`config.mk`:
```
export PLATFORM = sky130hd
export DESIGN_NAME = pgb_cell_map
export DESIGN_NICKNAME = d
export VERILOG_FILES = /design/src/rtl/pgb_pkg.sv /design/src/rtl/pgb_cell_map.sv
export VERILOG_INCLUDE_DIRS = /design/src /design/src/rtl
export SDC_FILE = /design/constraint.sdc
export NUM_CORES = 2
export LEC_CHECK = 0
export BUFFER_PORTS_ARGS = -buffer_cell sky130_fd_sc_hd__buf_4
export CAP_MARGIN = 20
export CORE_MARGIN = 4
export CORE_UTILIZATION = 60
export CTS_CLUSTER_DIAMETER = 150
export CTS_CLUSTER_SIZE = 30
export DETAILED_ROUTE_END_ITERATION = 12
export MAX_ROUTING_LAYER = met4
export PLACE_DENSITY_LB_ADDON = 0.15
export SYNTH_ARGS = -nofsm -noshare
export SYNTH_HDL_FRONTEND = slang
export SYNTH_SLANG_ARGS = --single-unit
```
`constraint.sdc`:
```
create_clock -name aclk -period 19.6 [get_ports aclk]
set_input_delay 3.92 -clock aclk [delete_from_list [all_inputs] [get_ports aclk]]
set_output_delay 3.92 -clock aclk [all_outputs]
set_load 0.01 [all_outputs]
```
`src/rtl/particle_grid_binner_assert.svh`:
```
// Assertion macros shared by the particle grid binner RTL.
`ifndef PARTICLE_GRID_BINNER_ASSERT_SVH
`define PARTICLE_GRID_BINNER_ASSERT_SVH

// Same-cycle implication, checked outside reset.
`define PGB_ASSERT_IMP(label, clk, rstn, ante, cons, msg) \
    label: assert property (@(posedge clk) disable iff (!rstn) (ante) |-> (cons)) \
        else $error(msg);

// Next-cycle implication, checked outside reset.
`define PGB_ASSERT_NXT(label, clk, rstn, ante, cons, msg) \
    label: assert property (@(posedge clk) disable iff (!rstn) (ante) |=> (cons)) \
        else $error(msg);

`endif

```
`src/rtl/pgb_pkg.sv`:
```
// Package with the types, constants and helper functions of the particle grid binner.
package pgb_pkg;

    // Design constants.
    localparam int MAX_CELLS_PER_AXIS = 16;
    localparam int CELL_CAPACITY      = 64;
    localparam int COORD_WIDTH        = 32;

    localparam int AXES       = 3;
    localparam int AXIS_X     = 0;
    localparam int AXIS_Y     = 1;
    localparam int AXIS_Z     = 2;
    localparam int AXIS_SEL_W = $clog2(AXES);

    localparam int CFG_W      = 32;
    localparam int CFG_IDX_W  = 3;
    localparam int SCALE_W    = 32;
    localparam int CNT_W      = 5;
    localparam int CELLS_W    = AXES * CNT_W;

    localparam int FRAC_SHIFT = 16 + 24;
    localparam int DIFF_W     = COORD_WIDTH + 1;
    localparam int PROD_W     = COORD_WIDTH + SCALE_W;
    localparam int Q_W        = PROD_W - FRAC_SHIFT;
    localparam int AXIS_IDX_W = (MAX_CELLS_PER_AXIS > 1) ? $clog2(MAX_CELLS_PER_AXIS) : 1;

    localparam int CELL_W     = 12;
    localparam int CELL_DEPTH = 1 << CELL_W;
    localparam int FILL_W     = $clog2(CELL_CAPACITY + 1);
    localparam int SLOT_W     = 6;
    localparam int FILL_OUT_W = 7;

    localparam int S_TDATA_W  = ((AXES * COORD_WIDTH + 7) / 8) * 8;
    localparam int M_FIELDS_W = CELL_W + SLOT_W + FILL_OUT_W + AXES * COORD_WIDTH;
    localparam int M_TDATA_W  = ((M_FIELDS_W + 7) / 8) * 8;
    localparam int M_TUSER_W  = 2;

    localparam logic [SCALE_W-1:0] SCALE_RESET = 32'h0100_0000;
    localparam logic [CELLS_W-1:0] CELLS_RESET = 15'd16912;

    // Configuration register indexes.
    typedef enum logic [CFG_IDX_W-1:0] {
        REG_X_ORIGIN = 3'd0,
        REG_Y_ORIGIN = 3'd1,
        REG_Z_ORIGIN = 3'd2,
        REG_X_SCALE  = 3'd3,
        REG_Y_SCALE  = 3'd4,
        REG_Z_SCALE  = 3'd5,
        REG_CELLS    = 3'd6
    } cfg_reg_t;

    // Register file contents.
    typedef struct packed {
        logic [AXES-1:0][COORD_WIDTH-1:0] origin;
        logic [AXES-1:0][SCALE_W-1:0]     scale;
        logic [CELLS_W-1:0]               cells;
    } cfg_t;

    // One accepted particle.
    typedef struct packed {
        logic [AXES-1:0][COORD_WIDTH-1:0] pos;
        logic                             last;
    } item_t;

    // Cell mapping result handed to the fill counter.
    typedef struct packed {
        logic              valid;
        logic [CELL_W-1:0] cell_num;
        logic              below;
    } map_res_t;

    // Status of the fill counter.
    typedef struct packed {
        logic ready;
        logic done;
    } fill_stat_t;

    // Effective cell count of one axis: zero acts as one, large values saturate.
    function automatic logic [CNT_W-1:0] axis_count(input logic [CNT_W-1:0] field);
        logic [CNT_W-1:0] n;
        n = field;
        if (field == '0) begin
            n = CNT_W'(1);
        end else if (int'(field) > MAX_CELLS_PER_AXIS) begin
            n = CNT_W'(MAX_CELLS_PER_AXIS);
        end
        return n;
    endfunction

endpackage

```
`src/rtl/pgb_cell_map.sv`:
```
// Maps one particle position to a linear cell index with a shared multiplier.
`include "particle_grid_binner_assert.svh"

module pgb_cell_map (
    input  logic              aclk,
    input  logic              aresetn,
    input  pgb_pkg::cfg_t     cfg,
    input  pgb_pkg::item_t    item,
    input  logic              start,
    input  logic              take,
    output pgb_pkg::map_res_t res
);
    import pgb_pkg::*;

    typedef enum logic [5:0] {
        M_IDLE  = 6'b000001,
        M_DIFF  = 6'b000010,
        M_MUL   = 6'b000100,
        M_CLAMP = 6'b001000,
        M_LIN   = 6'b010000,
        M_DONE  = 6'b100000
    } map_state_t;

    map_state_t                      state_reg, state_next;
    logic [AXES-1:0][DIFF_W-1:0]     diff_reg, diff_next;
    logic [AXIS_SEL_W-1:0]           axis_reg, axis_next;
    logic [PROD_W-1:0]               prod_reg, prod_next;
    logic [AXES-1:0][AXIS_IDX_W-1:0] idx_reg, idx_next;
    logic [2*CNT_W-1:0]              nyz_reg, nyz_next;
    logic [CELL_W-1:0]               cell_reg, cell_next;

    logic [AXES-1:0][CNT_W-1:0]      n_axis;
    logic [AXES-1:0]                 below;
    logic [CNT_W-1:0]                n_top;
    logic [Q_W-1:0]                  quot;
    logic [AXIS_IDX_W-1:0]           idx_clamped;

    // Axis cell counts and the below-origin flags from the stored differences.
    always_comb begin
        for (int a = 0; a < AXES; a++) begin
            n_axis[a] = axis_count(cfg.cells[a*CNT_W +: CNT_W]);
            below[a]  = diff_reg[a][DIFF_W-1];
        end
    end

    // Truncate the scaled offset and clamp it into the axis range.
    always_comb begin
        quot  = prod_reg[PROD_W-1 -: Q_W];
        n_top = n_axis[axis_reg] - CNT_W'(1);
        priority if (below[axis_reg]) begin
            idx_clamped = '0;
        end else if (quot > Q_W'(n_top)) begin
            idx_clamped = AXIS_IDX_W'(n_top);
        end else begin
            idx_clamped = quot[AXIS_IDX_W-1:0];
        end
    end

    // Sequencer: difference, then multiply and clamp per axis, then linearise.
    always_comb begin
        state_next = state_reg;
        diff_next  = diff_reg;
        axis_next  = axis_reg;
        prod_next  = prod_reg;
        idx_next   = idx_reg;
        nyz_next   = nyz_reg;
        cell_next  = cell_reg;
        unique case (state_reg)
            M_IDLE: begin
                if (start) begin
                    state_next = M_DIFF;
                end
            end
            M_DIFF: begin
                for (int a = 0; a < AXES; a++) begin
                    diff_next[a] = {item.pos[a][COORD_WIDTH-1], item.pos[a]}
                                 - {cfg.origin[a][COORD_WIDTH-1], cfg.origin[a]};
                end
                nyz_next   = (2*CNT_W)'(n_axis[AXIS_Y]) * (2*CNT_W)'(n_axis[AXIS_Z]);
                axis_next  = '0;
                state_next = M_MUL;
            end
            M_MUL: begin
                prod_next  = PROD_W'(diff_reg[axis_reg][COORD_WIDTH-1:0])
                           * PROD_W'(cfg.scale[axis_reg]);
                state_next = M_CLAMP;
            end
            M_CLAMP: begin
                idx_next[axis_reg] = idx_clamped;
                if (axis_reg == AXIS_SEL_W'(AXES - 1)) begin
                    state_next = M_LIN;
                end else begin
                    axis_next  = axis_reg + AXIS_SEL_W'(1);
                    state_next = M_MUL;
                end
            end
            M_LIN: begin
                // Wraps modulo the store depth.
                cell_next  = CELL_W'(idx_reg[AXIS_X]) * CELL_W'(nyz_reg)
                           + CELL_W'(idx_reg[AXIS_Y]) * CELL_W'(n_axis[AXIS_Z])
                           + CELL_W'(idx_reg[AXIS_Z]);
                state_next = M_DONE;
            end
            M_DONE: begin
                if (take) begin
                    state_next = M_IDLE;
                end
            end
            default: state_next = M_IDLE;
        endcase
    end

    // Control state.
    always_ff @(posedge aclk) begin
        if (!aresetn) begin
            state_reg <= M_IDLE;
        end else begin
            state_reg <= state_next;
        end
    end

    // Datapath registers.
    always_ff @(posedge aclk) begin
        diff_reg <= diff_next;
        axis_reg <= axis_next;
        prod_reg <= prod_next;
        idx_reg  <= idx_next;
        nyz_reg  <= nyz_next;
        cell_reg <= cell_next;
    end

    assign res.valid    = (state_reg == M_DONE);
    assign res.cell_num = cell_reg;
    assign res.below    = |below;

    // A finished mapping holds its cell until the fill counter takes it.
    `PGB_ASSERT_NXT(a_map_res_held, aclk, aresetn, res.valid && !take,
        res.valid && $stable(res.cell_num), "cell mapping result dropped or changed before take")

endmodule

```
# ---- Word-level counts from Yosys, hierarchy flattened
# Cells that the tools add are included.
dict set report totals {
  reg_bits 205
  in_bits 308
  word_cells 71
  output_inout_bits 14
}
dict set report op_classes {
  n_mul 4
  mux 25
  addsub 7
  n_reduce_logical 8
  order_cmp 6
  eq_ne 10
}
# op n
set op_table {}
lappend op_table {{32-bit by 32-bit subtractor with 33-bit output} 3}
lappend op_table {{33-bit binary-select mux with 2-bit select} 1}
lappend op_table {{32-bit binary-select mux with 2-bit select} 1}
lappend op_table {{32-bit by 32-bit multiplier with 64-bit output} 1}
lappend op_table {{32-bit 2-to-1 mux} 2}
lappend op_table {{5-bit 2-to-1 mux} 8}
lappend op_table {{6-bit one-hot mux with 6 select lines} 1}
lappend op_table {{24-bit by 5-bit greater-than comparator with 1-bit output} 1}
lappend op_table {{5-bit greater-than comparator (second input constant)} 3}
lappend op_table {{5-bit zero test} 3}
lappend op_table {{12-bit by 4-bit adder with 12-bit output} 1}
lappend op_table {{12-bit by 9-bit adder with 12-bit output} 1}
lappend op_table {{12-bit bitwise mux} 1}
lappend op_table {{4-bit by 10-bit multiplier with 12-bit output} 1}
lappend op_table {{4-bit 2-to-1 mux} 3}
lappend op_table {{6-bit 2-to-1 mux} 2}
lappend op_table {{5-bit binary-select mux with 2-bit select} 1}
lappend op_table {{5-bit by 5-bit multiplier with 10-bit output} 1}
lappend op_table {{4-bit by 5-bit multiplier with 9-bit output} 1}
lappend op_table {{4-bit demux with 2-bit select} 1}
lappend op_table {{6-bit by 1-bit == test with 1-bit output (second input constant)} 1}
lappend op_table {{6-bit by 2-bit == test with 1-bit output (second input constant)} 1}
lappend op_table {{6-bit by 3-bit == test with 1-bit output (second input constant)} 1}
lappend op_table {{6-bit by 4-bit == test with 1-bit output (second input constant)} 1}
lappend op_table {{other kinds (16)} 19}

# ---- Logic depth before layout (Yosys ltp)
dict set report depth {
  depth_word 10
  ltp_mapped 34
  mapped_depth_nobuf 29
}

# ---- Least setup slack after synthesis
# Ideal clock, no wire load.
dict set report synth_path {
  kind {input to register}
  from {in cfg[85] (netlist name)}
  to {reg prod_reg[57] (data pin)}
  arrival_ns 10.918
  setup_slack_ns 8.416
  path_buffers 1
  path_stages 27
  setup_time_ns 0.266
  t_required_ns 19.334
  path_cell_list {mux2i_1 nor2_1 a21oi_1 clkbuf_1 nor2_1 fa_1 fa_1 fa_1 inv_1 fa_1 inv_1 fa_1 fa_1 fa_1 inv_1 fa_1 inv_1 ha_1 nand4_1 nor3_1 nand2_1 o311ai_0 nor4b_4 o211ai_2 and2_4 o31ai_2 xor2_1}
}
dict set report synth_between {
  elab_chain_cells 3
}
# element line
set synth_rtl {}
lappend synth_rtl {{start, declared} pgb_cell_map.sv:7} ;# input pgb_pkg::cfg_t cfg,
lappend synth_rtl {{32-bit binary-select mux with 2-bit select} pgb_cell_map.sv:85} ;# * PROD_W'(cfg.scale[axis_reg]);
lappend synth_rtl {{32-bit 2-to-1 mux (not written as such)} pgb_cell_map.sv:85}
lappend synth_rtl {{32-bit by 32-bit multiplier with 64-bit output} pgb_cell_map.sv:85}
lappend synth_rtl {{end signal, assigned} pgb_cell_map.sv:126} ;# prod_reg <= prod_next;
lappend synth_rtl {{end, declared} pgb_cell_map.sv:27} ;# logic [PROD_W-1:0] prod_reg, prod_next;
# No other way between the ends. The select of a mux whose other input is x is not followed.
# A chain may end at the register's enable or synchronous reset.

# ---- Final worst setup path
dict set report layout_path {
  from {in cfg[89] (netlist name)}
  to {reg prod_reg[60] (data pin)}
}
# The elaborated chain is that of the path after synthesis.

==> results.cfg <==
[routing]
dr_total_vias = 35944
firstDrtPassIters = 6
drc = 0
routedWlPerCell_um = 21.5
postRouteAntennaNets = 0
drt-initial-drc-count = 2746
vias_per_cell = 5.75
routed_wl_um = 134000

[clock_network]
htreeDepth = 4
root_buffer = clkbuf_16
cts.reportedPaths.clkPinSlew_ns = 0.09
cts.sinks = 165
hold_buffers = 0
ctsLongestPathBuffers = 2
cts_resized = 0
clock_latency_ns = 0.49
post-cts-setup-buffers = 0
cts_buffers = 17
tritoncts = yes

[synthesis]
ys_ff_latch = 165
syn_nets = 6727
synth_edf_count = 159
synth_top_cell_area_share_pct = 41.6
ys_top_cells_by_count = inv_1 (1,071), fa_1 (945), nor2_1 (744)
syn_area_sq_um = 45400
synth.distinct_cells = 83
synthCells = 5057
syn-mean-instance-area_sq_um = 8.99
synthTopCellsByArea = fa_1 (42%), ha_1 (11%), edfxtp_1 (11%)
ys_seq_area_share_pct = 10.8
synth_warnings = 0
synthFlopType = edfxtp_1
synthArstFlopShare_pct = 0
synth_area_leader_cell = fa_1
yosys.cell_count.top_type = inv_1

[setup_path]
startpoint_type = primary input
cp.arrival_ns = 13.26
crit_fanout = 18
cp_top_family = adder cells
cp_common_cell = fa_1
max_stage_delay_ns = 1.01
critPathRequiredTime_ns = 19.82
critPathKind = in2reg
crit_buf_inv = 4
worstSetupEndpointType = flop
slowest_stage = o311ai_0

[run_status]
outcome = finished clean

[timing]
worst_slew_pin_slew_ns = 1.19
whs_ns = 0.569
fmax_mhz = 76.7
relSlewSlack_pct = 19.7
setup_viol = 0
min_period_ns = 13.04
rsz0062_at_grt = no
slew_violations = 0
clock_skew_ns = 0.0246
min_period_over_period_pct = 66.5
fin_tns_setup_ns = 0
finalHoldViolCount = 0

[floorplan]
start_util_pct = 60.7
die-area_sq_um = 80200
io_pins = 322
num_rows = 100
core-area_sq_um = 74800
die_x_um = 283
die_h_um = 283

[pwr]
ir_drop_uv = 152
powerDensity_nw_per_um2 = 94.8
leakagePower_nw = 25.4
p_total_mw = 4.72

[cells_and_area]
finalNonFillerCells = 6256
drive_above_1_share_pct = 9.60
area.growth.synth_to_final_pct = 9.44
largest_reg_flops = 96
finalInstanceArea_sq_um = 49700
fin_nets = 6937

[placement]
post-dp-hpwl_um = 105000
place_area_sq_um = 49100
numPlacedInstances = 6217
numPortBuffers = 320
place.gp.congestion = 0.991

[global_routing]
grt_pass1_wl_um = 212000
grt_max_degree = 67
grt_usage_pct = 35.4
grt_remaining_overflow = 0
grt_pass1_vias = 38113
antenna_found_initial = 5

[worst_hold_path]
hp-class = reg2reg

[flow_run]
cap_violations = 0
-- through the flow --
stage          util [%]  setup slack [ns]
2_1_floorplan         -              8.42
3_3_place_gp       65.6              6.35
3_5_place_dp       65.6              6.30
4_1_cts            66.5              6.81
5_1_grt            66.5              6.44
6_report           66.5              6.56
-- area by class of cell --
class                   count  area, sq um
diodes                      7         17.5
clock buffers              17          425
clock inverters            15          179
fillers                  6225        25100
inverters                1071         4020
multi-input cells        3603        35900
flip-flops and latches    165         4890
well taps                 969         1210
repair buffers            409         3070
-- cell usage in the layout (no fill, tap or decap), drive strengths merged, types with 10 or more instances in the layout --
cell,synthesis,final
o21bai,13,13
xnor2,82,82
edfxtp,159,159
nand3,24,24
buf,22,409
clkbuf,196,17
o21a,22,22
nand2b,21,21
nor2,745,745
inv,1071,1078
nand2,540,540
nand4,17,17
nor4,12,12
and2,63,63
nor3,21,21
mux2i,67,67
fa,945,945
ha,417,417
xor2,33,33
and3,14,14
nor2b,34,34
a21o,132,132
a211oi,10,10
a21oi,183,183
o21ai,72,72
-- worst reg2reg max path: cells and delay by family, from the launching register on --
family | cells | cell delay (ns)
and+or+nand+nor | 7 | 2.26
adders and majority gates | 9 | 4.39
AOI/OAI and AO/OA | 5 | 2.55
DFF | 1 | 0.80
buffers and inverters | 5 | 1.60
-- logic make-up after synthesis --
family | share of synthesized area, %
adder cells (fa/ha/maj) | 53.1
multiplexers | 1.48
AND/OR/NAND/NOR | 14.1
XOR/XNOR | 2.22
flip-flops | 10.8
AO/OA/AOI/OAI | 7.59
buffers and inverters | 10.7
-- final timing paths --
check,startpoint,to,slack (ns),depth (start not counted)
max,cfg[89],prod_reg[60],6.56,26
max reg2reg,axis_reg[0],prod_reg[60],7.73,26
min,state_reg[0],state_reg[1],0.57,2
min reg2reg,state_reg[0],state_reg[1],0.57,2
-- per-layer routing --
layer,routed length [um],global-route usage (%),up-vias
met5,0,-,-
met4,7810,16.4,0
met3,13700,8.23,449
met2,63700,56.6,1733
met1,49300,43.0,17900
li1,-,-,15862
-- where the power goes --
part	switching (mW)	total [mW]	internal, mW	leakage, nW
Combinational	2.28	3.89	1.61	23.6
Sequential	0.00406	0.475	0.471	1.49
Clock	0.178	0.350	0.172	0.295
Power figures use the tool's default switching activity.
