==> src/rtl/particle_grid_binner_assert.svh <==
// Assertion macros shared by the particle grid binner RTL.
`ifndef PARTICLE_GRID_BINNER_ASSERT_SVH
`define PARTICLE_GRID_BINNER_ASSERT_SVH

// Same-cycle implication, checked outside reset.
`define PGB_ASSERT_IMP(label, clk, rstn, ante, cons, msg) \
    label: assert property (@(posedge clk) disable iff (!rstn) (ante) |-> (cons)) \
        else $error(msg);

// Next-cycle implication, checked outside reset.
`define PGB_ASSERT_NXT(label, clk, rstn, ante, cons, msg) \
    label: assert property (@(posedge clk) disable iff (!rstn) (ante) |=> (cons)) \
        else $error(msg);

`endif

==> src/rtl/pgb_pkg.sv <==
// Package with the types, constants and helper functions of the particle grid binner.
package pgb_pkg;

    // Design constants.
    localparam int MAX_CELLS_PER_AXIS = 16;
    localparam int CELL_CAPACITY      = 64;
    localparam int COORD_WIDTH        = 32;

    localparam int AXES       = 3;
    localparam int AXIS_X     = 0;
    localparam int AXIS_Y     = 1;
    localparam int AXIS_Z     = 2;
    localparam int AXIS_SEL_W = $clog2(AXES);

    localparam int CFG_W      = 32;
    localparam int CFG_IDX_W  = 3;
    localparam int SCALE_W    = 32;
    localparam int CNT_W      = 5;
    localparam int CELLS_W    = AXES * CNT_W;

    localparam int FRAC_SHIFT = 16 + 24;
    localparam int DIFF_W     = COORD_WIDTH + 1;
    localparam int PROD_W     = COORD_WIDTH + SCALE_W;
    localparam int Q_W        = PROD_W - FRAC_SHIFT;
    localparam int AXIS_IDX_W = (MAX_CELLS_PER_AXIS > 1) ? $clog2(MAX_CELLS_PER_AXIS) : 1;

    localparam int CELL_W     = 12;
    localparam int CELL_DEPTH = 1 << CELL_W;
    localparam int FILL_W     = $clog2(CELL_CAPACITY + 1);
    localparam int SLOT_W     = 6;
    localparam int FILL_OUT_W = 7;

    localparam int S_TDATA_W  = ((AXES * COORD_WIDTH + 7) / 8) * 8;
    localparam int M_FIELDS_W = CELL_W + SLOT_W + FILL_OUT_W + AXES * COORD_WIDTH;
    localparam int M_TDATA_W  = ((M_FIELDS_W + 7) / 8) * 8;
    localparam int M_TUSER_W  = 2;

    localparam logic [SCALE_W-1:0] SCALE_RESET = 32'h0100_0000;
    localparam logic [CELLS_W-1:0] CELLS_RESET = 15'd16912;

    // Configuration register indexes.
    typedef enum logic [CFG_IDX_W-1:0] {
        REG_X_ORIGIN = 3'd0,
        REG_Y_ORIGIN = 3'd1,
        REG_Z_ORIGIN = 3'd2,
        REG_X_SCALE  = 3'd3,
        REG_Y_SCALE  = 3'd4,
        REG_Z_SCALE  = 3'd5,
        REG_CELLS    = 3'd6
    } cfg_reg_t;

    // Register file contents.
    typedef struct packed {
        logic [AXES-1:0][COORD_WIDTH-1:0] origin;
        logic [AXES-1:0][SCALE_W-1:0]     scale;
        logic [CELLS_W-1:0]               cells;
    } cfg_t;

    // One accepted particle.
    typedef struct packed {
        logic [AXES-1:0][COORD_WIDTH-1:0] pos;
        logic                             last;
    } item_t;

    // Cell mapping result handed to the fill counter.
    typedef struct packed {
        logic              valid;
        logic [CELL_W-1:0] cell_num;
        logic              below;
    } map_res_t;

    // Status of the fill counter.
    typedef struct packed {
        logic ready;
        logic done;
    } fill_stat_t;

    // Effective cell count of one axis: zero acts as one, large values saturate.
    function automatic logic [CNT_W-1:0] axis_count(input logic [CNT_W-1:0] field);
        logic [CNT_W-1:0] n;
        n = field;
        if (field == '0) begin
            n = CNT_W'(1);
        end else if (int'(field) > MAX_CELLS_PER_AXIS) begin
            n = CNT_W'(MAX_CELLS_PER_AXIS);
        end
        return n;
    endfunction

endpackage

==> src/rtl/pgb_cfg_regs.sv <==
// Configuration register file of the particle grid binner.
module pgb_cfg_regs (
    input  logic                           aclk,
    input  logic                           aresetn,
    input  logic                           cfg_we,
    input  logic [pgb_pkg::CFG_IDX_W-1:0]  cfg_addr,
    input  logic [pgb_pkg::CFG_W-1:0]      cfg_wdata,
    output pgb_pkg::cfg_t                  cfg
);
    import pgb_pkg::*;

    cfg_t cfg_reg;
    cfg_t cfg_next;

    // Decode a register write; an unused index leaves everything unchanged.
    always_comb begin
        cfg_next = cfg_reg;
        if (cfg_we) begin
            unique case (cfg_addr)
                REG_X_ORIGIN: cfg_next.origin[AXIS_X] = COORD_WIDTH'(cfg_wdata);
                REG_Y_ORIGIN: cfg_next.origin[AXIS_Y] = COORD_WIDTH'(cfg_wdata);
                REG_Z_ORIGIN: cfg_next.origin[AXIS_Z] = COORD_WIDTH'(cfg_wdata);
                REG_X_SCALE:  cfg_next.scale[AXIS_X]  = SCALE_W'(cfg_wdata);
                REG_Y_SCALE:  cfg_next.scale[AXIS_Y]  = SCALE_W'(cfg_wdata);
                REG_Z_SCALE:  cfg_next.scale[AXIS_Z]  = SCALE_W'(cfg_wdata);
                REG_CELLS:    cfg_next.cells          = cfg_wdata[CELLS_W-1:0];
                default:      cfg_next = cfg_reg;
            endcase
        end
    end

    // Registers with their reset values.
    always_ff @(posedge aclk) begin
        if (!aresetn) begin
            for (int a = 0; a < AXES; a++) begin
                cfg_reg.origin[a] <= '0;
                cfg_reg.scale[a]  <= SCALE_RESET;
            end
            cfg_reg.cells <= CELLS_RESET;
        end else begin
            cfg_reg <= cfg_next;
        end
    end

    assign cfg = cfg_reg;

endmodule

==> config.mk <==
export PLATFORM = sky130hd
export DESIGN_NAME = pgb_cfg_regs
export DESIGN_NICKNAME = d
export VERILOG_FILES = /design/src/rtl/particle_grid_binner_assert.svh /design/src/rtl/pgb_pkg.sv /design/src/rtl/pgb_cfg_regs.sv
export SDC_FILE = /design/constraint.sdc
export NUM_CORES = 1
export LEC_CHECK = 0
export BUFFER_PORTS_ARGS = -buffer_cell sky130_fd_sc_hd__buf_4
export CORE_MARGIN = 1.5
export CORE_UTILIZATION = 45
export CTS_CLUSTER_DIAMETER = 60
export DETAILED_ROUTE_END_ITERATION = 8
export PLACE_DENSITY = 0.83
export SYNTH_ARGS = -nofsm -noshare
export SYNTH_HDL_FRONTEND = slang
export SYNTH_SLANG_ARGS = --single-unit
==> constraint.sdc <==
create_clock -name aclk -period 3.55 [get_ports aclk]
set_clock_uncertainty 0.05 [all_clocks]
set_input_delay 0.5325 -clock aclk [delete_from_list [all_inputs] [get_ports aclk]]
set_output_delay 0.5325 -clock aclk [all_outputs]
set_load 0.02 [all_outputs]
# [Word level (Yosys, flattened, before mapping)]
# Index checks and enable logic that the tools add are counted.
[op_classes] eq_ne=6 reduce_logical=8
[ops] op="$reduce_and 2->1" n=7
[ops] op="$eq 3x3->1 const B" n=3
[ops] op="$eq 3x2->1 const B" n=2
[ops] op="$eq 3x1->1 const B" n=1
[ops] op="$logic_not 3->1" n=1
[word_totals] register_bits=207 in_bits=38 output_inout_bits=207 wordCells=21

# [Logic depth before layout (Yosys ltp)]
# Gate-level depths: netlist of run 1.
[depth] depth_word=2 depth_mapped=5 ltp_nobuf=2

# [Worst setup path after synthesis of run 1]
# Ideal clock, no wire load.
[synth_path] path_type="input port to flip-flop" from="in cfg_addr[1] (netlist name)" to="reg cfg_reg (netlist bit cfg[114])" setup_ps=72 arrival_ps=1482 required_ps=3428 setup_slack_ps=1946 stages=4 n_path_buf=2 cell_sequence="buf_4 nor4b_4 buf_6 mux2i_1"
[synth_via] elab_chain_len=2
[synth_lines] item="start, declared" line_no="pgb_cfg_regs.sv:6" source="input logic [pgb_pkg::CFG_IDX_W-1:0] cfg_addr,"
[synth_lines] item="$logic_not 3->1" line_no="pgb_cfg_regs.sv:19" source="unique case (cfg_addr)"
[synth_lines] item="$reduce_and 2->1 (no line)"
[synth_lines] item="end signal, assigned" line_no="pgb_cfg_regs.sv:41" source="cfg_reg <= cfg_next;"
[synth_lines] item="end, declared" line_no="pgb_cfg_regs.sv:12" source="cfg_t cfg_reg;"
# Every way passes these cells.
# A chain may end at the register's enable or synchronous reset.

# [Final worst setup path of run 1]
[layout_path] from="reg cfg_reg (netlist bit cfg[180])" to="out cfg[180] (netlist name)"
[layout_lines] item="end, declared" line_no="pgb_cfg_regs.sv:8" source="output pgb_pkg::cfg_t cfg"
# No word-level cell between the ends.

==> summary.md, run 1 <==
| Metric | Value |
|---|---|
| Vias in the first global route | 5,625 |
| Via Count | 5,762 |
| Die span in y | 133 um |
| Status | finished clean |
| Number of fill cells | 1,342 |
| DP Wirelength | 12,700 um |
| Avg Cell Area, Syn | 10.5 um2 |
| Bufs and invs on worst path | 1 |
| Max reg flops | 207 |
| Power Dens Cells | 483 mW/mm2 |
| Cells after Synth | 719 |
| Warning count from the yosys run | 0 |
| CTS Root Cell | clkbuf_16 |
| Cts hold-fix bufs | 0 |
| Max Buffers Root-to-Sink | 3 |
| Fin. max-slew vios | 0 |
| Starting DRT DRC Count | 236 |
| Placed Cells | 1,140 |
| Syn_nets | 757 |
| Multi-input combinational cell area | 0.00314 mm2 |
| GR Overflow Total | 0 |
| RD Place Congestion | 0.777 |
| Total CTS buffers | 21 |
| Hold slack final | 0.278 ns |
| Initial antenna violation count | 0 |
| NumNets Final | 981 |
| Worst-Skew Late Latency | 0.48 ns |
| Crit-path cells | buf_4 |
| Max cap viols | 0 |
| PortBufs | 244 |
| RSZ-0062 raised after global routing | false |
| Pin count of the biggest net entering global routing | 68 |
| Pre-CTS WS | 1.44 ns |
| Synthesized flop and latch total | 207 |
| Sequential fraction of the synthesis area | 54.9% |
| Slew Limit Headroom | 41.4% |
| Htree depth | 1 |
| Setup ws final | 1.95 ns |
| Hold Vio Cnt, Final | 0 |
| Mapped Area | 0.00755 mm2 |
| Layout cell share with drive strength beyond 1 | 30.3% |
| Die X | 133 um |
| Non-filler cells, final | 1,176 |
| Leak | 0.00512 uW |
| Worst path top cell family by delay | flip-flops |
| Core Footprint | 0.0165 mm2 |
| Final Cycle Share | 45.0% |
| Min-Delay Path Class | in2reg |
| Setup TNS | 0 ns |
| IO Pins | 245 |
| Syn-to-layout area delta | 34.7% |
| Most frequent cells in the layout | 252 x buf_4, 233 x nand2_1, 207 x mux2i_1, 207 x dfxtp_1, 21 x clkbuf_16 |
| CP Launch Type | register |
| Storage cell area | 0.00414 mm2 |
| Pre-antenna DRT Iters | 4 |
| Wirelength, routed | 19,300 um |
| Diodes inserted | 0 |
| VDD IR-drop max | 0.354 mV |
| Final setup fails | 0 |
| Netlist cell types | 13 |
| DR DRC count | 0 |
| Resize count post-CTS | 0 |
| Worst-path clk slew | 0.06 ns |
| Setup CP Type | reg2out |
| CTS sink count | 207 |
| Critical path peak fanout | 2 |
| Num rows | 47 |
| Setup Buffers After CTS | 0 |
| Least-Margin Pin Slew | 0.877 ns |
| CTS tree | yes |
| Commonest non-fill, non-tap cell in the layout | buf_4 |
| Minimum clock period | 1.60 ns |
| Via/cell ratio | 4.90 |
| CP required | 2.97 ns |
| Initial core utilization | 45.8% |
| Utilization after layout | 61.7% |
| Post-route ant nets | 0 |
| Avg WL per Cell | 16.4 um |
| Fmax | 626 MHz |
| Slowest CP cell | dfxtp_1 |
| Arr. time, crit path | 1.02 ns |
| Critical Path End Type | output port |
| First-pass GRT wire length | 30,100 um |
| CP peak stage delay | 0.38 ns |
| Total track usage | 21.1% |
| Die area | 0.0176 mm2 |
## synthesized netlist by cell type
| master | instances | area, um2 |
|---|---|---|
| nor4b_4 | 1 | 23.8 |
| nand4bb_1 | 2 | 22.5 |
| dfxtp_1 | 207 | 4140 |
| nand4b_1 | 3 | 26.3 |
| and4b_1 | 1 | 10.0 |
| nor2b_1 | 10 | 62.6 |
| buf_4 | 11 | 82.6 |
| nand2_1 | 233 | 875 |
| buf_6 | 4 | 45.0 |
| mux2i_1 | 207 | 2070 |
| clkbuf_1 | 19 | 71.3 |
| buf_2 | 20 | 100 |
| and4bb_2 | 1 | 12.5 |
## final timing paths
path / from / endpoint / slack (ns) / depth (start not counted)
max: cfg[180] / cfg[180] / 1.95 / 1
min: cfg_wdata[14] / cfg[14] / 0.28 / 3
max reg2reg: cfg[49] / cfg[49] / 2.81 / 2
min reg2reg: cfg[158] / cfg[158] / 0.41 / 2
## worst register-to-register path: stages, from the launching register on
cell and delay, ns:
dfxtp_1 0.36, nand2_1 0.06, mux2i_1 0.18
## layer usage
layer | routed length (um) | vias to the layer above | share of wire (%) | GRT usage [%]
li1 | - | 2809 | - | -
met4 | 465 | 0 | 2.4 | 6.29
met5 | 0 | - | 0 | 0
met3 | 1360 | 34 | 7.0 | 5.40
met1 | 8370 | 2714 | 43 | 26.3
met2 | 9140 | 205 | 47 | 36.1
## cell type report
cell class                      instances  share of cell area [%]
Tap cell                              220                    2.71
Clock buffer                           34                    6.44
Multi-Input combinational cell        458                    30.9
Timing Repair Buffer                  255                    19.1
Clock inverter                          2                  0.0985
Sequential cell                       207                    40.8
## kinds of logic after synthesis
group | count (synthesis) | synth area share [%]
simple gates | 251 | 13.7
buf+inv | 54 | 3.96
flops | 207 | 54.9
mux | 207 | 27.5
## metrics by stage
stage                     power, uW  cell area, um2
final                          4910           10200
after global routing           5080           10200
after CTS                      4950           10200
after detailed placement       2840            9500
after floorplan                2680            7550
after global placement         2840            9500
## where the power goes
part / total [uW] / switching [uW] / internal (uW)
clock: 2120 / 866 / 1250
sequential: 2400 / 27.6 / 2370
combinational: 389 / 233 / 157
Note: power is estimated with default switching activity, not from simulation.
==> run 2, diff against run 1 <==
--- a/config.mk
+++ b/config.mk
@@ -10,7 +10,7 @@
 export CORE_UTILIZATION = 45
 export CTS_CLUSTER_DIAMETER = 60
 export DETAILED_ROUTE_END_ITERATION = 8
-export PLACE_DENSITY = 0.83
+export PLACE_DENSITY = 0.86
 export SYNTH_ARGS = -nofsm -noshare
 export SYNTH_HDL_FRONTEND = slang
 export SYNTH_SLANG_ARGS = --single-unit
==> constraint.sdc (replaced) <==
create_clock -name aclk -period 1.4 [get_ports aclk]
set_clock_uncertainty 0.05 [all_clocks]
set_input_delay 0.21 -clock aclk [delete_from_list [all_inputs] [get_ports aclk]]
set_output_delay 0.21 -clock aclk [all_outputs]
set_load 0.02 [all_outputs]
==> run 2 against run 1 <==
  * Setup slack worse by 1.9 ns
  * Largest cell class unchanged
  * Sequential share of layout area is 1.5 points lower
  * Clock power grew to 2.7 times the previous value
  * Critical endpoint is now cfg[173]
==> summary.md, run 2 (synthesized netlist as in run 1, its figures left out) <==
| Metric | Value |
|---|---|
| Status | finished clean |
| Pre-antenna DRT Iters | 4 (unchanged) |
| First-pass GRT wire length | 31,200 um (+3.8%) |
| Num rows | 47 (unchanged) |
| Minimum clock period | 1.31 ns |
| Worst-path clk slew | 0.06 ns (about the same) |
| CP peak stage delay | 0.55 ns (+0.17 ns) |
| Max cap viols | 0 (unchanged) |
| Htree depth | 1 (unchanged) |
| Least-Margin Pin Slew | 0.368 ns (-0.509 ns) |
| Min-Delay Path Class | in2reg |
| Total track usage | 21.7% (+0.61 points) |
| GR Util met1 | 26.7% (+0.37 points) |
| Setup TNS | 0 ns (unchanged) |
| Pin count of the biggest net entering global routing | 49 (-28%) |
| Dpl cell area | 0.00980 mm2 (+3.1%) |
| PortBufs | 244 (unchanged) |
| Critical path peak fanout | 48 (+46) |
| Die span in y | 133 um (unchanged) |
| Max Buffers Root-to-Sink | 3 (unchanged) |
| CTS tree | yes |
| Vias in the first global route | 6,013 (+6.9%) |
| Diodes inserted | 0 (unchanged) |
| Syn-to-layout area delta | 39.8% |
| Fmax | 766 MHz |
| CP required | 1.76 ns (-1.21 ns) |
| Critical Path End Type | register |
| Commonest non-fill, non-tap cell in the layout | buf_4 |
| Hold slack final | 0.0695 ns (-0.208 ns) |
| Post-route ant nets | 0 (unchanged) |
| Max reg flops | 207 (unchanged) |
| Setup CP Type | in2reg |
| CTS sink count | 207 (unchanged) |
| IO Pins | 245 (unchanged) |
| Utilization after layout | 64.1% (+2.3 points) |
| Worst-Skew Late Latency | 0.48 ns (about the same) |
| Most frequent cells in the layout | 273 x buf_4, 233 x nand2_1, 207 x mux2i_1, 207 x dfxtp_1, 21 x clkbuf_16 |
| Slew Limit Headroom | 75.3% (+34 points) |
| Via Count | 5,998 (+4.1%) |
| Final Cycle Share | 93.3% |
| Bufs and invs on worst path | 3 (+2) |
| CP Launch Type | primary input |
| CTS Root Cell | clkbuf_16 |
| Die area | 0.0176 mm2 (unchanged) |
| Avg WL per Cell | 16.4 um (-0.39%) |
| Fin. max-slew vios | 0 (unchanged) |
| Layout cell share with drive strength beyond 1 | 32.2% (+1.9 points) |
| Arr. time, crit path | 1.67 ns (+0.65 ns) |
| Power Dens Cells | 1210 mW/mm2 (+150%) |
| Leak | 0.00531 uW (+3.9%) |
| Final setup fails | 0 (unchanged) |
| Initial core utilization | 45.8% (unchanged) |
| NumNets Final | 1,014 (+3.4%) |
| Worst path top cell family by delay | buffers and inverters |
| Number of fill cells | 1,271 (-5.3%) |
| DR DRC count | 0 (unchanged) |
| Core Footprint | 0.0165 mm2 (unchanged) |
| Die X | 133 um (unchanged) |
| Starting DRT DRC Count | 277 (+17%) |
| Design area | 0.0106 mm2 (+3.8%) |
| Slowest CP cell | dlygate4sd3_1 |
| RD Place Congestion | 0.813 (+4.6%) |
| GR Overflow Total | 0 (unchanged) |
| VDD IR-drop max | 0.914 mV (+160%) |
| RSZ-0062 raised after global routing | false |
| Grt peak-use layer | met2 |
| Met3 Use GR | 5.86% (+0.46 points) |
| Wirelength, routed | 19,800 um (+2.6%) |
| Total CTS buffers | 21 (unchanged) |
| M2 GR Usage | 37.0% (+0.90 points) |
| DP Wirelength | 13,900 um (+9.5%) |
| Hold Vio Cnt, Final | 0 (unchanged) |
| Initial antenna violation count | 0 (unchanged) |
| Crit-path cells | dlygate4sd3_1 -> buf_6 -> buf_12 -> nand2_1 -> mux2i_1 |
| Via/cell ratio | 4.95 (+1.1%) |
-- run 2: changes by cell type in the layout (fill, tap and decap cells not counted), sizes merged --
cell         change
buf             +28
dlygate4sd3      +5
bufinv           +2
clkbuf           -2
clkinvlp         +1
inv              +1
-- run 2: layout make-up --
cell class	instances	area (um2)	area share, %
clock inverter	6	86.3	0.818
clock buffer	32	617	5.85
multi-input combinational	458	3140	29.7
sequential	207	4140	39.3
timing repair buffer	288	2290	21.7
tap	220	275	2.61
-- run 2: path summary, 6_finish.rpt --
kind                                     from        to  slack, ns  depth (start not counted)
worst min-delay path            cfg_wdata[27]   cfg[74]       0.07                          3
worst min register to register       cfg[155]  cfg[155]       0.41                          2
worst max register to register       cfg[188]  cfg[188]       0.71                          2
worst max-delay path                  aresetn  cfg[173]       0.09                          5
-- run 2: what timing repair did --
action	in CTS	in global routing
hold buffers	5	0
gates resized for setup	0	0
hold endpoints to repair	14	0
setup endpoints to repair	0	0
setup buffers	0	0
-- run 2: routing by layer --
layer	routed length, um	vias to the layer above	part of all wire (%)
met5	0	-	0
met4	556	0	2.8
met3	1380	40	7.0
met2	9620	209	48
met1	8280	2869	42
li1	-	2880	-
-- run 2: worst min-delay path: cells and delay by family --
kind          cells  cell delay, ns
buf+inv           1            0.08
mux               1            0.15
simple gates      1            0.13
-- run 2: power by group --
part	switching (uW)	internal (uW)
Clock	2230	3410
Combinational	613	460
Sequential	70.9	6020
Total	2910	9890
-- run 2: per-stage QoR --
step                      std cells  worst slack (ns)  power (uW)
after global placement         1168            0.0765        7260
final                          1211            0.0939       12800
after CTS                      1211             0.121       12900
after floorplan                 719             0.118        6790
after global routing           1211            0.0239       13200
after detailed placement       1168            0.0355        7280
